--- config.mk ---
export PLATFORM = sky130hd
export DESIGN_NAME = shp_ram
export DESIGN_NICKNAME = d
export VERILOG_FILES = /design/src/rtl/shp_ram.sv
export SDC_FILE = /design/constraint.sdc
export NUM_CORES = 2
export LEC_CHECK = 0
export ABC_AREA = 1
export BUFFER_PORTS_ARGS = -buffer_cell sky130_fd_sc_hd__buf_2
export CORE_UTILIZATION = 60
export DETAILED_ROUTE_END_ITERATION = 6
export HOLD_SLACK_MARGIN = 0.02
export PLACE_DENSITY = 0.76
export SLEW_MARGIN = 20
export SYNTH_ARGS = -nofsm -noshare
export SYNTH_HDL_FRONTEND = slang
export SYNTH_SLANG_ARGS = --single-unit
--- constraint.sdc ---
create_clock -name clk -period 3 [get_ports clk]
set_input_delay 0.6 -clock clk [delete_from_list [all_inputs] [get_ports clk]]
set_output_delay 0.6 -clock clk [all_outputs]
set_load 0.01 [all_outputs]
--- src/rtl/shp_ram.sv ---
`timescale 1ns / 1ps
// Simple dual-port RAM, one write and one registered read per cycle
module shp_ram #(
  parameter int WIDTH = 8,
  parameter int DEPTH = 256
) (
  input  logic                     clk,
  input  logic                     we,
  input  logic [$clog2(DEPTH)-1:0] waddr,
  input  logic [WIDTH-1:0]         wdata,
  input  logic                     re,
  input  logic [$clog2(DEPTH)-1:0] raddr,
  output logic [WIDTH-1:0]         rdata
);

  logic [WIDTH-1:0] mem [DEPTH];

  always_ff @(posedge clk) begin
    if (we) begin
      mem[waddr] <= wdata;
    end
    if (re) begin
      rdata <= mem[raddr];
    end
  end

endmodule

==> load_flow_metrics.sql <==
INSERT INTO impl_metrics (metric_group, metric, value, unit) VALUES
('status', 'outcome', 'finished with violations', ''),
('status', 'violated_checks', 'design-rule violations', ''),
('power_and_ir_drop', 'vdd.ir_drop.worst', '0.000533', 'V'),
('sta', 'timing_worst_slew_pin_value', '0.836', 'ns'),
('sta', 'setup-tns-final', '0', 'ns'),
('worst_setup_path', 'crit_cells', '15', ''),
('grt', 'grt_most_used_layer', 'met2', ''),
('power_and_ir_drop', 'relative_contribution_of_combinational_cells_to_total_power', '6.5', '%'),
('worst_setup_path', 'timing.setup.critical_path_class', 'in2reg', ''),
('sta', 'fin_worst_skew', '0.0524', 'ns'),
('die', 'std_cell_rows', '136', ''),
('worst_setup_path', 'timing.critical_path.from_type', 'input port', ''),
('drt', 'antenna_violating_nets_post_route', '0', ''),
('final_layout', 'syn2layout_area_growth', '13.1', '%'),
('power_and_ir_drop', 'sw_frac_of_total', '22.8', '%'),
('grt', 'groute.layer.met3.usage', '7.52', '%'),
('final_layout', 'final_cells', '9195', ''),
('synth', 'sequential_share_of_the_synthesized_area', '74.0', '%'),
('clock_tree', 'ctsHtreeMaxLevel', '4', ''),
('power_and_ir_drop', 'pwr-share-clk', '39.7', '%'),
('synth', 'post_synth.cell_area_avg', '11.9', 'sq um'),
('final_layout', 'nets', '7255', ''),
('clock_tree', 'clkLatencyLatePin', '0.85', 'ns'),
('sta', 'achievable-frequency', '440', 'MHz'),
('clock_tree', 'postCtsSetupRepairBufs', '0', ''),
('sta', 'maxSlewViolCount', '0', ''),
('hold_path', 'min_delay_path_depth', '1', ''),
('clock_tree', 'path_clk_slew', '0.06', 'ns'),
('synth', 'synth_largest_area_cell', 'sky130_fd_sc_hd__edfxtp_1', ''),
('drt', 'drcViolationCount', '2', ''),
('synth', 'ff_latch_count_synth', '2056', ''),
('final_layout', 'layout.cells.most_common_list', 'sky130_fd_sc_hd__nand2_1 (2,123), sky130_fd_sc_hd__edfxtp_1 (2,056), sky130_fd_sc_hd__nand3_1 (2,019), sky130_fd_sc_hd__buf_4 (380), sky130_fd_sc_hd__nor2_1 (283)', ''),
('grt', 'grt_start_max_net_pins', '103', ''),
('drt', 'drt_iter0_drc', '8404', ''),
('hold_path', 'min-delay-path-class', 'in2reg', ''),
('worst_setup_path', 'timing.reg2reg.worst_path_depth', '10', ''),
('worst_setup_path', 'worst-path-max-fanout', '52', ''),
('clock_tree', 'cts_root_buffer', 'sky130_fd_sc_hd__clkbuf_16', ''),
('grt', 'met2_resource_use_gr', '49.2', '%'),
('worst_setup_path', 'max_stage_delay', '0.33', 'ns'),
('grt', 'track_usage', '32.0', '%'),
('drt', 'detailedRoute.firstPassIterationCount', '7', ''),
('power_and_ir_drop', 'power.density', '624', 'nW/um^2'),
('sta', 'worst_slack', '0.730', 'ns'),
('grt', 'grt_antenna_before_repair', '16', ''),
('synth', 'synthesis.nets', '7030', ''),
('placed_design', 'hpwlAfterDp', '135000', 'microns'),
('grt', 'grt_overflow_total', '0', ''),
('sta', 'setup_violations', '0', ''),
('sta', 'report.final.hold_viol_count', '0', ''),
('sta', 'final_min_period_over_clock_period', '75.7', '%'),
('die', 'initial_utilization', '60.6', '%'),
('synth', 'netlist_area_before_placement', '83500', 'sq um'),
('synth', 'synth.yosys.warnings', '0', ''),
('clock_tree', 'clkSinkCount', '2056', ''),
('power_and_ir_drop', 'p_int', '45.5', 'mW'),
('clock_tree', 'clock_tree.buffer_depth', '3', ''),
('die', 'floorplan.io_pins', '35', ''),
('final_layout', 'mostFrequentLayoutCell', 'sky130_fd_sc_hd__nand2_1', ''),
('synth', 'post_synth_inst_count', '7003', ''),
('worst_setup_path', 'critPathRequiredTime', '3.70', 'ns'),
('final_layout', 'layout-drive-gt1-share', '10.5', '%'),
('drt', 'detail_route.wl_per_cell', '24.5', 'microns'),
('grt', 'groute.layer.met1.usage', '43.9', '%'),
('worst_setup_path', 'worst_setup_path_end_kind', 'flop', ''),
('placed_design', 'gp_congestion', '0.951', ''),
('sta', 'unrepaired_setup_endpoints_after_global_routing', 'false', ''),
('synth', 'yosys-top-cells-area', 'sky130_fd_sc_hd__edfxtp_1 (74%), sky130_fd_sc_hd__nand3_1 (12%), sky130_fd_sc_hd__nand2_1 (9.5%)', ''),
('die', 'floorplan.die.height', '375', 'microns'),
('sta', 'slew_headroom', '44.1', '%'),
('power_and_ir_drop', 'total_switching_power', '13.4', 'mW');
state kept, by name, indices dropped and copies added, names as in the netlist:
| name | count |
|---|---|
| mem | 2048 |
| rdata | 8 |
worst register-to-register path, stage by stage, from the launching register on:
cell and delay (ns):
sky130_fd_sc_hd__edfxtp_1 0.36, sky130_fd_sc_hd__nand2_1 0.07, sky130_fd_sc_hd__nand3_1 0.13, sky130_fd_sc_hd__nand3_1 0.17
sky130_fd_sc_hd__nand3_1 0.14, sky130_fd_sc_hd__nand3_1 0.12, sky130_fd_sc_hd__nand3_1 0.31, sky130_fd_sc_hd__nand3_1 0.22
sky130_fd_sc_hd__nand2_1 0.14, sky130_fd_sc_hd__nand2_1 0.09, sky130_fd_sc_hd__nand2_1 0.06
power groups by stage:
stage	Clock (mW)	Combinational [mW]	Sequential, mW
2_1_floorplan	0	1.95	32.3
3_3_place_gp	0	3.65	32.3
3_5_place_dp	0	3.73	32.3
4_1_cts	23.5	3.76	31.7
5_1_grt	24.5	4.08	31.7
6_report	23.4	3.85	31.7
cells in the mapped netlist:
master	count
sky130_fd_sc_hd__buf_6	16
sky130_fd_sc_hd__inv_1	36
sky130_fd_sc_hd__buf_1	40
sky130_fd_sc_hd__inv_2	2
sky130_fd_sc_hd__inv_4	1
sky130_fd_sc_hd__clkbuf_1	112
sky130_fd_sc_hd__nor2_1	283
sky130_fd_sc_hd__buf_4	46
sky130_fd_sc_hd__buf_8	1
sky130_fd_sc_hd__nand3_1	2019
sky130_fd_sc_hd__edfxtp_1	2056
sky130_fd_sc_hd__nand2_1	2123
sky130_fd_sc_hd__buf_2	268
worst paths after layout:
path / from / endpoint / slack [ns]
setup / recovery: raddr[0] / rdata[7]$_DFFE_PP_ / 0.73
hold / removal: wdata[0] / mem[127][0]$_DFFE_PP_ / 0.17
setup reg to reg: mem[127][2]$_DFFE_PP_ / rdata[2]$_DFFE_PP_ / 0.91
hold reg to reg: mem[4][6]$_DFFE_PP_ / rdata[6]$_DFFE_PP_ / 1.04
layer usage:
metal	routed length [microns]	up-vias	part of all wire [%]
met5	101	-	0.045
met2	104000	3941	46
met4	10300	16	4.6
met1	81900	27604	36
met3	29000	671	13
li1	-	25333	-
metrics by stage:
stage | total power, mW | util [%] | hold WS (ns) | cell area, sq um
2_1_floorplan | 34.3 | - | 0.699 | 83500
3_3_place_gp | 36.0 | 64.1 | 0.889 | 88400
3_5_place_dp | 36.0 | 64.1 | 0.891 | 88400
4_1_cts | 58.9 | 68.5 | 0.124 | 94400
5_1_grt | 60.3 | 68.5 | 0.154 | 94400
6_report | 58.9 | 68.5 | 0.174 | 94400
cell type report:
| class | instances | area [sq um] |
|---|---|---|
| tap | 1794 | 2240 |
| clock inverter | 112 | 877 |
| sequential | 2056 | 61700 |
| inverter | 39 | 180 |
| clock buffer | 249 | 5120 |
| antenna | 9 | 22.5 |
| multi-input combinational | 4425 | 19100 |
| fill | 9259 | 43400 |
| timing repair buffer | 511 | 5080 |
logic make-up after synthesis:
family	synth area share (%)
and+or+nand+nor	22.9
DFF	74.0
buffers and inverters	3.12
Power figures use the tool's default switching activity.
