<file path="config.mk">
export PLATFORM = sky130hd
export DESIGN_NAME = shp_cfg
export DESIGN_NICKNAME = d
export VERILOG_FILES = /design/src/rtl/shp_pkg.sv /design/src/rtl/shp_cfg.sv
export SDC_FILE = /design/constraint.sdc
export NUM_CORES = 1
export LEC_CHECK = 0
export BUFFER_PORTS_ARGS = -buffer_cell sky130_fd_sc_hd__buf_2
export CAP_MARGIN = 20
export CORE_AREA = 3 3 156 158
export CTS_CLUSTER_SIZE = 16
export DETAILED_ROUTE_END_ITERATION = 12
export DIE_AREA = 0 0 159 161
export PLACE_DENSITY = 0.78
export SLEW_MARGIN = 20
export SYNTH_ARGS = -nofsm -noshare
export SYNTH_HDL_FRONTEND = slang
export SYNTH_SLANG_ARGS = --single-unit
</file>
<file path="constraint.sdc">
create_clock -name clk -period 8.1 [get_ports clk]
set_input_delay 0.405 -clock clk [delete_from_list [all_inputs] [get_ports clk]]
set_output_delay 0.405 -clock clk [all_outputs]
set_load 0.01 [all_outputs]
</file>
<file path="src/rtl/shp_pkg.sv">
`timescale 1ns / 1ps
package shp_pkg;

  // Frame limits
  localparam int MAX_WIDTH    = 2048;
  localparam int MAX_CHANNELS = 4;
  localparam int MAX_HEIGHT   = 4095;
  localparam int MIN_DIM      = 3;

  // Line store geometry
  localparam int LINE_DEPTH = MAX_WIDTH * MAX_CHANNELS;
  localparam int LINE_AW    = $clog2(LINE_DEPTH);
  localparam int ROWLEN_W   = $clog2(LINE_DEPTH + 1);
  localparam int LAG_W      = $clog2(LINE_DEPTH + MAX_CHANNELS + 1);
  localparam int POS_W      = $clog2(LINE_DEPTH * MAX_HEIGHT + 1);

  // Clamped dimension widths and counter index widths
  localparam int W_W   = $clog2(MAX_WIDTH + 1);
  localparam int COL_W = $clog2(MAX_WIDTH);
  localparam int H_W   = $clog2(MAX_HEIGHT + 1);
  localparam int C_W   = $clog2(MAX_CHANNELS + 1);
  localparam int CH_W  = (MAX_CHANNELS > 1) ? $clog2(MAX_CHANNELS) : 1;

  // Payload and register field widths
  localparam int SAMPLE_W = 8;
  localparam int ACC_W    = SAMPLE_W + 4;
  localparam int CFG_W_W  = 12;
  localparam int CFG_H_W  = 12;
  localparam int CFG_C_W  = 3;
  localparam int DATA_W   = 32;

  // Register map
  localparam int REG_IDX_W = 2;
  localparam int PADDR_W   = REG_IDX_W + 2;
  localparam logic [REG_IDX_W-1:0] REG_WIDTH    = 2'd0;
  localparam logic [REG_IDX_W-1:0] REG_HEIGHT   = 2'd1;
  localparam logic [REG_IDX_W-1:0] REG_CHANNELS = 2'd2;

  localparam logic [CFG_W_W-1:0] RST_WIDTH    = 12'd640;
  localparam logic [CFG_H_W-1:0] RST_HEIGHT   = 12'd480;
  localparam logic [CFG_C_W-1:0] RST_CHANNELS = 3'd1;

  // Geometry recompute pipeline depth after a register write
  localparam int SETTLE_CYCLES = 3;
  localparam int SETTLE_W      = $clog2(SETTLE_CYCLES + 1);

  // Kernel arithmetic
  localparam logic signed [ACC_W-1:0] CENTRE_GAIN = 12'sd5;
  localparam logic signed [ACC_W-1:0] PIX_MAX     = 12'sd255;

  // Frame geometry and control from the register block
  typedef struct packed {
    logic                 ready;
    logic                 abort;
    logic [COL_W-1:0]     w_m1;
    logic [H_W-1:0]       h_m1;
    logic [CH_W-1:0]      c_m1;
    logic [LINE_AW-1:0]   rowlen_m1;
    logic [LAG_W-1:0]     lag;
    logic [POS_W-1:0]     total;
  } shp_geom_t;

  // Per-channel window column: newest column plus the previous centre
  typedef struct packed {
    logic [SAMPLE_W-1:0] up;
    logic [SAMPLE_W-1:0] mid;
    logic [SAMPLE_W-1:0] down;
    logic [SAMPLE_W-1:0] prev_mid;
  } shp_col_t;

  function automatic int clamp_int(input int v, input int lo, input int hi);
    int r;
    r = v;
    if (v < lo) r = lo;
    else if (v > hi) r = hi;
    return r;
  endfunction

endpackage

</file>
<file path="src/rtl/shp_cfg.sv">
`timescale 1ns / 1ps
// Register block: APB registers, clamping and derived frame geometry
module shp_cfg import shp_pkg::*; (
  input  logic               clk,
  input  logic               rst,
  input  logic               psel,
  input  logic               penable,
  input  logic               pwrite,
  input  logic [PADDR_W-1:0] paddr,
  input  logic [DATA_W-1:0]  pwdata,
  output logic [DATA_W-1:0]  prdata,
  output logic               pready,
  output shp_geom_t          geom
);

  logic [CFG_W_W-1:0]   image_width;
  logic [CFG_H_W-1:0]   image_height;
  logic [CFG_C_W-1:0]   channel_count;
  logic [REG_IDX_W-1:0] reg_idx;
  logic                 wr_en;
  logic                 reg_hit;

  logic [W_W-1:0]       w_c;
  logic [H_W-1:0]       h_c;
  logic [C_W-1:0]       c_c;
  logic [ROWLEN_W-1:0]  rowlen;
  logic [H_W-1:0]       h_b;
  logic [C_W-1:0]       c_b;
  logic [COL_W-1:0]     w_m1;
  logic [H_W-1:0]       h_m1;
  logic [CH_W-1:0]      c_m1;
  logic [LINE_AW-1:0]   rowlen_m1;
  logic [LAG_W-1:0]     lag;
  logic [POS_W-1:0]     total;
  logic [SETTLE_W-1:0]  settle;

  assign pready  = 1'b1;
  assign reg_idx = paddr[PADDR_W-1:2];
  assign wr_en   = psel && penable && pwrite;

  // Address decode for writes that land on a register
  always_comb begin
    unique case (reg_idx)
      REG_WIDTH, REG_HEIGHT, REG_CHANNELS: reg_hit = wr_en;
      default:                             reg_hit = 1'b0;
    endcase
  end

  // Register writes
  always_ff @(posedge clk) begin
    if (rst) begin
      image_width   <= RST_WIDTH;
      image_height  <= RST_HEIGHT;
      channel_count <= RST_CHANNELS;
    end else if (wr_en) begin
      unique case (reg_idx)
        REG_WIDTH:    image_width   <= pwdata[CFG_W_W-1:0];
        REG_HEIGHT:   image_height  <= pwdata[CFG_H_W-1:0];
        REG_CHANNELS: channel_count <= pwdata[CFG_C_W-1:0];
        default: ;
      endcase
    end
  end

  // Read back
  always_comb begin
    unique case (reg_idx)
      REG_WIDTH:    prdata = {{(DATA_W-CFG_W_W){1'b0}}, image_width};
      REG_HEIGHT:   prdata = {{(DATA_W-CFG_H_W){1'b0}}, image_height};
      REG_CHANNELS: prdata = {{(DATA_W-CFG_C_W){1'b0}}, channel_count};
      default:      prdata = '0;
    endcase
  end

  // Geometry pipeline: clamp, row length, frame size
  always_ff @(posedge clk) begin
    w_c <= W_W'(clamp_int(int'(image_width), MIN_DIM, MAX_WIDTH));
    h_c <= H_W'(clamp_int(int'(image_height), MIN_DIM, MAX_HEIGHT));
    c_c <= C_W'(clamp_int(int'(channel_count), 1, MAX_CHANNELS));

    rowlen <= ROWLEN_W'(w_c) * ROWLEN_W'(c_c);
    h_b    <= h_c;
    c_b    <= c_c;
    w_m1   <= COL_W'(w_c - W_W'(1));
    h_m1   <= h_c - H_W'(1);
    c_m1   <= CH_W'(c_c - C_W'(1));

    total     <= POS_W'(rowlen) * POS_W'(h_b);
    lag       <= LAG_W'(rowlen) + LAG_W'(c_b);
    rowlen_m1 <= LINE_AW'(rowlen - ROWLEN_W'(1));
  end

  // Hold off requests until the geometry pipeline has refilled
  always_ff @(posedge clk) begin
    if (rst || reg_hit) begin
      settle <= SETTLE_W'(SETTLE_CYCLES);
    end else if (settle != '0) begin
      settle <= settle - SETTLE_W'(1);
    end
  end

  assign geom.ready     = (settle == '0);
  assign geom.abort     = reg_hit;
  assign geom.w_m1      = w_m1;
  assign geom.h_m1      = h_m1;
  assign geom.c_m1      = c_m1;
  assign geom.rowlen_m1 = rowlen_m1;
  assign geom.lag       = lag;
  assign geom.total     = total;

endmodule

</file>
==> impl_metrics.json <==
{
  "leakagePower_nw": 6.36,
  "required_ns": 8.43,
  "synth_seq_cells": 162,
  "area_delta_synth_final_pct": 10.8,
  "drc": 0,
  "post_cts_buffers": 0,
  "cts_hold_buf": 0,
  "avgSynthCellArea_sq_um": 8.95,
  "cts-root-buf": "clkbuf_16",
  "total_power_mw": 1.95,
  "vias": 8530,
  "hp-start": "pwdata[6]",
  "core_area_sq_um": 23300,
  "path_max_fanout": 19,
  "synth_cell_types": 54,
  "post-route-period-util": 0.718,
  "io_buffers": 109,
  "fill_cells": 2078,
  "antenna_found_initial": 0,
  "seq_power_share": 0.440,
  "power.clock.fraction": 0.422,
  "p_comb_frac": 0.138,
  "rr_worst_depth": 16,
  "arrival_ns": 6.14,
  "drv_slew": 0,
  "rr_endpoint": "total[21]$_DFF_P_",
  "row_count": 56,
  "fmax_mhz": 172,
  "cts_resized": 0,
  "viasPerCell": 5.09,
  "grt_overflow": 0,
  "dieWidth_um": 159,
  "tightest_slew_ns": 0.848,
  "io_pins": 153,
  "drv_cap": 0,
  "cts_sinks": 162,
  "place.gp.congestion": 0.864,
  "grt_max_degree": 29,
  "outcome": "finished, final reports clean",
  "tns_ns": 0,
  "max_slew_margin": 0.434,
  "ys.flop_type": "dfxtp_1",
  "initial_core_util": 0.493,
  "yosysWarnings": 0,
  "final_cell_mix": "221 x nand2_1, 203 x inv_1, 162 x dfxtp_1",
  "wl_mm": 24.4,
  "p_sw_mw": 0.584,
  "hold_depth": 3,
  "final.setup.worst_slack_ns": 2.29,
  "dp_hpwl_mm": 18.5,
  "async_reset_ff_frac": 0,
  "r2r-start": "rowlen[9]$_DFF_P_",
  "whs_ns": 0.217,
  "ir_drop_uv": 132,
  "drt_pass1_iterations": 5,
  "die-height_um": 161,
  "critPathCaptureType": "register",
  "cts_made_buffers": 17,
  "p_int_mw": 1.37,
  "cts_tree": "done",
  "synth_edf_count": 0,
  "cts.path.max_buffers": 2,
  "finalHoldViolCount": 0,
  "ctsHtreeMaxLevel": 4,
  "finalSetupViolCount": 0,
  "drive_gt1_frac": 0.112,
  "start_kind": "register",
  "die_area_sq_um": 25600,
  "yosysSeqAreaShare": 0.283,
  "finalClockSkew_ns": 0.0173,
  "nNetsFinal": 1598,
  "n_antenna_cell": 0,
  "hold_class": "input port to register",
  "path_clk_slew_ns": 0.07,
  "final_util": 0.547,
  "swShare": 0.299,
  "grt_usage": 0.198,
  "grt_pass1_wl_mm": 41.8,
  "syn_area_sq_um": 11500,
  "ant_nets": 0,
  "layout_commonest_cell": "nand2_1",
  "synthCells": 1282,
  "post-place-ws_ns": 2.44,
  "fin_crit_ns": 5.81,
  "holdPathEnd": "image_width[6]$_SDFFE_PP0P_",
  "crit_type": "register to register",
  "dr.first_iter.drc_count": 527,
  "wl_per_cell_um": 14.5,
  "clock_latency_ns": 0.44,
  "grt_pass1_vias": 8793,
  "rsz0062_at_grt": "false",
  "regToRegSetupSlack_ns": 2.29,
  "power_per_cell_area_nw_per_um2": 154
}
==> power groups by stage <==
stage          sequential [mW]  combinational [mW]  clock, mW
2_1_floorplan            0.879               0.191          0
3_3_place_gp             0.879               0.262          0
3_5_place_dp             0.880               0.268          0
4_1_cts                  0.861               0.271      0.841
5_1_grt                  0.865               0.305      0.879
6_report                 0.860               0.269      0.824
==> routing by layer <==
layer / wire length, um / track usage
met2: 12300 / 0.344
met3: 1450 / 0.0359
met5: 0 / 0
met4: 552 / 0.0629
met1: 10100 / 0.253
==> cells in the mapped netlist, types with 17 or more instances <==
cell | n | area [sq um]
inv_1 | 203 | 762
ha_1 | 81 | 1010
buf_4 | 22 | 165
fa_1 | 131 | 2620
xnor2_1 | 42 | 368
a21oi_1 | 45 | 225
clkbuf_1 | 61 | 229
nor2_1 | 50 | 188
xor2_1 | 30 | 263
nand3_1 | 17 | 85.1
and2_1 | 66 | 413
nand2_1 | 221 | 830
dfxtp_1 | 162 | 3240
==> cell families (layout without fill, tap and decap cells) <==
group                      count (synthesis)  count (layout)  share of synthesized area
and+or+nand+nor                          428             428                      0.173
buffers and inverters                    289             346                      0.102
adders and majority gates                212             212                      0.317
DFF                                      162             162                      0.283
AOI/OAI and AO/OA                        102             102                     0.0565
xor gates and xnor gates                  72              72                     0.0550
muxes                                     15              15                     0.0132
other                                      2              21                   0.000655
==> sequential cells by signal, summed over array words and instances, names as in the netlist, 3 cells and up <==
| register | count |
|---|---|
| c_c | 3 |
| lag | 14 |
| w_c | 12 |
| h_m1 | 12 |
| h_b | 12 |
| channel_count | 3 |
| c_b | 3 |
| h_c | 12 |
| rowlen_m1 | 13 |
| rowlen | 14 |
| image_height | 12 |
| image_width | 12 |
| total | 25 |
| w_m1 | 11 |
==> worst max-delay path, stage by stage (launching register included) <==
cell	delay, ns
dfxtp_1	0.88
nand2_1	0.18
fa_1	0.53
fa_1	0.52
inv_1	0.07
fa_1	0.49
fa_1	0.55
inv_1	0.05
fa_1	0.52
inv_1	0.04
ha_1	0.38
and3_1	0.23
a221oi_1	0.34
o21ai_2	0.16
a31oi_2	0.35
nor2_1	0.11
o311ai_1	0.29
==> final cells by class <==
type / count / area (sq um) / share of cell area
clock buffers: 17 / 425 / 0.0335
clock inverters: 15 / 194 / 0.0153
inverters: 203 / 762 / 0.0599
multi-input cells: 850 / 7130 / 0.561
flip-flops and latches: 162 / 3240 / 0.255
well taps: 319 / 399 / 0.0314
repair buffers: 111 / 561 / 0.0441
==> worst max-delay path by stage <==
stage | from | to | slack (ns) | cells past startpoint
after global placement | rowlen[6]$_DFF_P_ | total[18]$_DFF_P_ | 2.53 | 15
after CTS | rowlen[9]$_DFF_P_ | total[21]$_DFF_P_ | 2.36 | 16
after global routing | rowlen[9]$_DFF_P_ | total[21]$_DFF_P_ | 2.02 | 16
after floorplan | rowlen[4]$_DFF_P_ | total[21]$_DFF_P_ | 2.83 | 17
final | rowlen[9]$_DFF_P_ | total[21]$_DFF_P_ | 2.29 | 16
after detailed placement | rowlen[9]$_DFF_P_ | total[21]$_DFF_P_ | 2.44 | 16
==> through the flow <==
| stage | cells | instance area [sq um] |
|---|---|---|
| finish | 1677 | 12700 |
| global route | 1677 | 12700 |
| CTS | 1677 | 12700 |
| detailed placement | 1645 | 12100 |
| global placement | 1645 | 12100 |
| floorplan | 1301 | 11500 |
(Power assumes the default switching activity.)
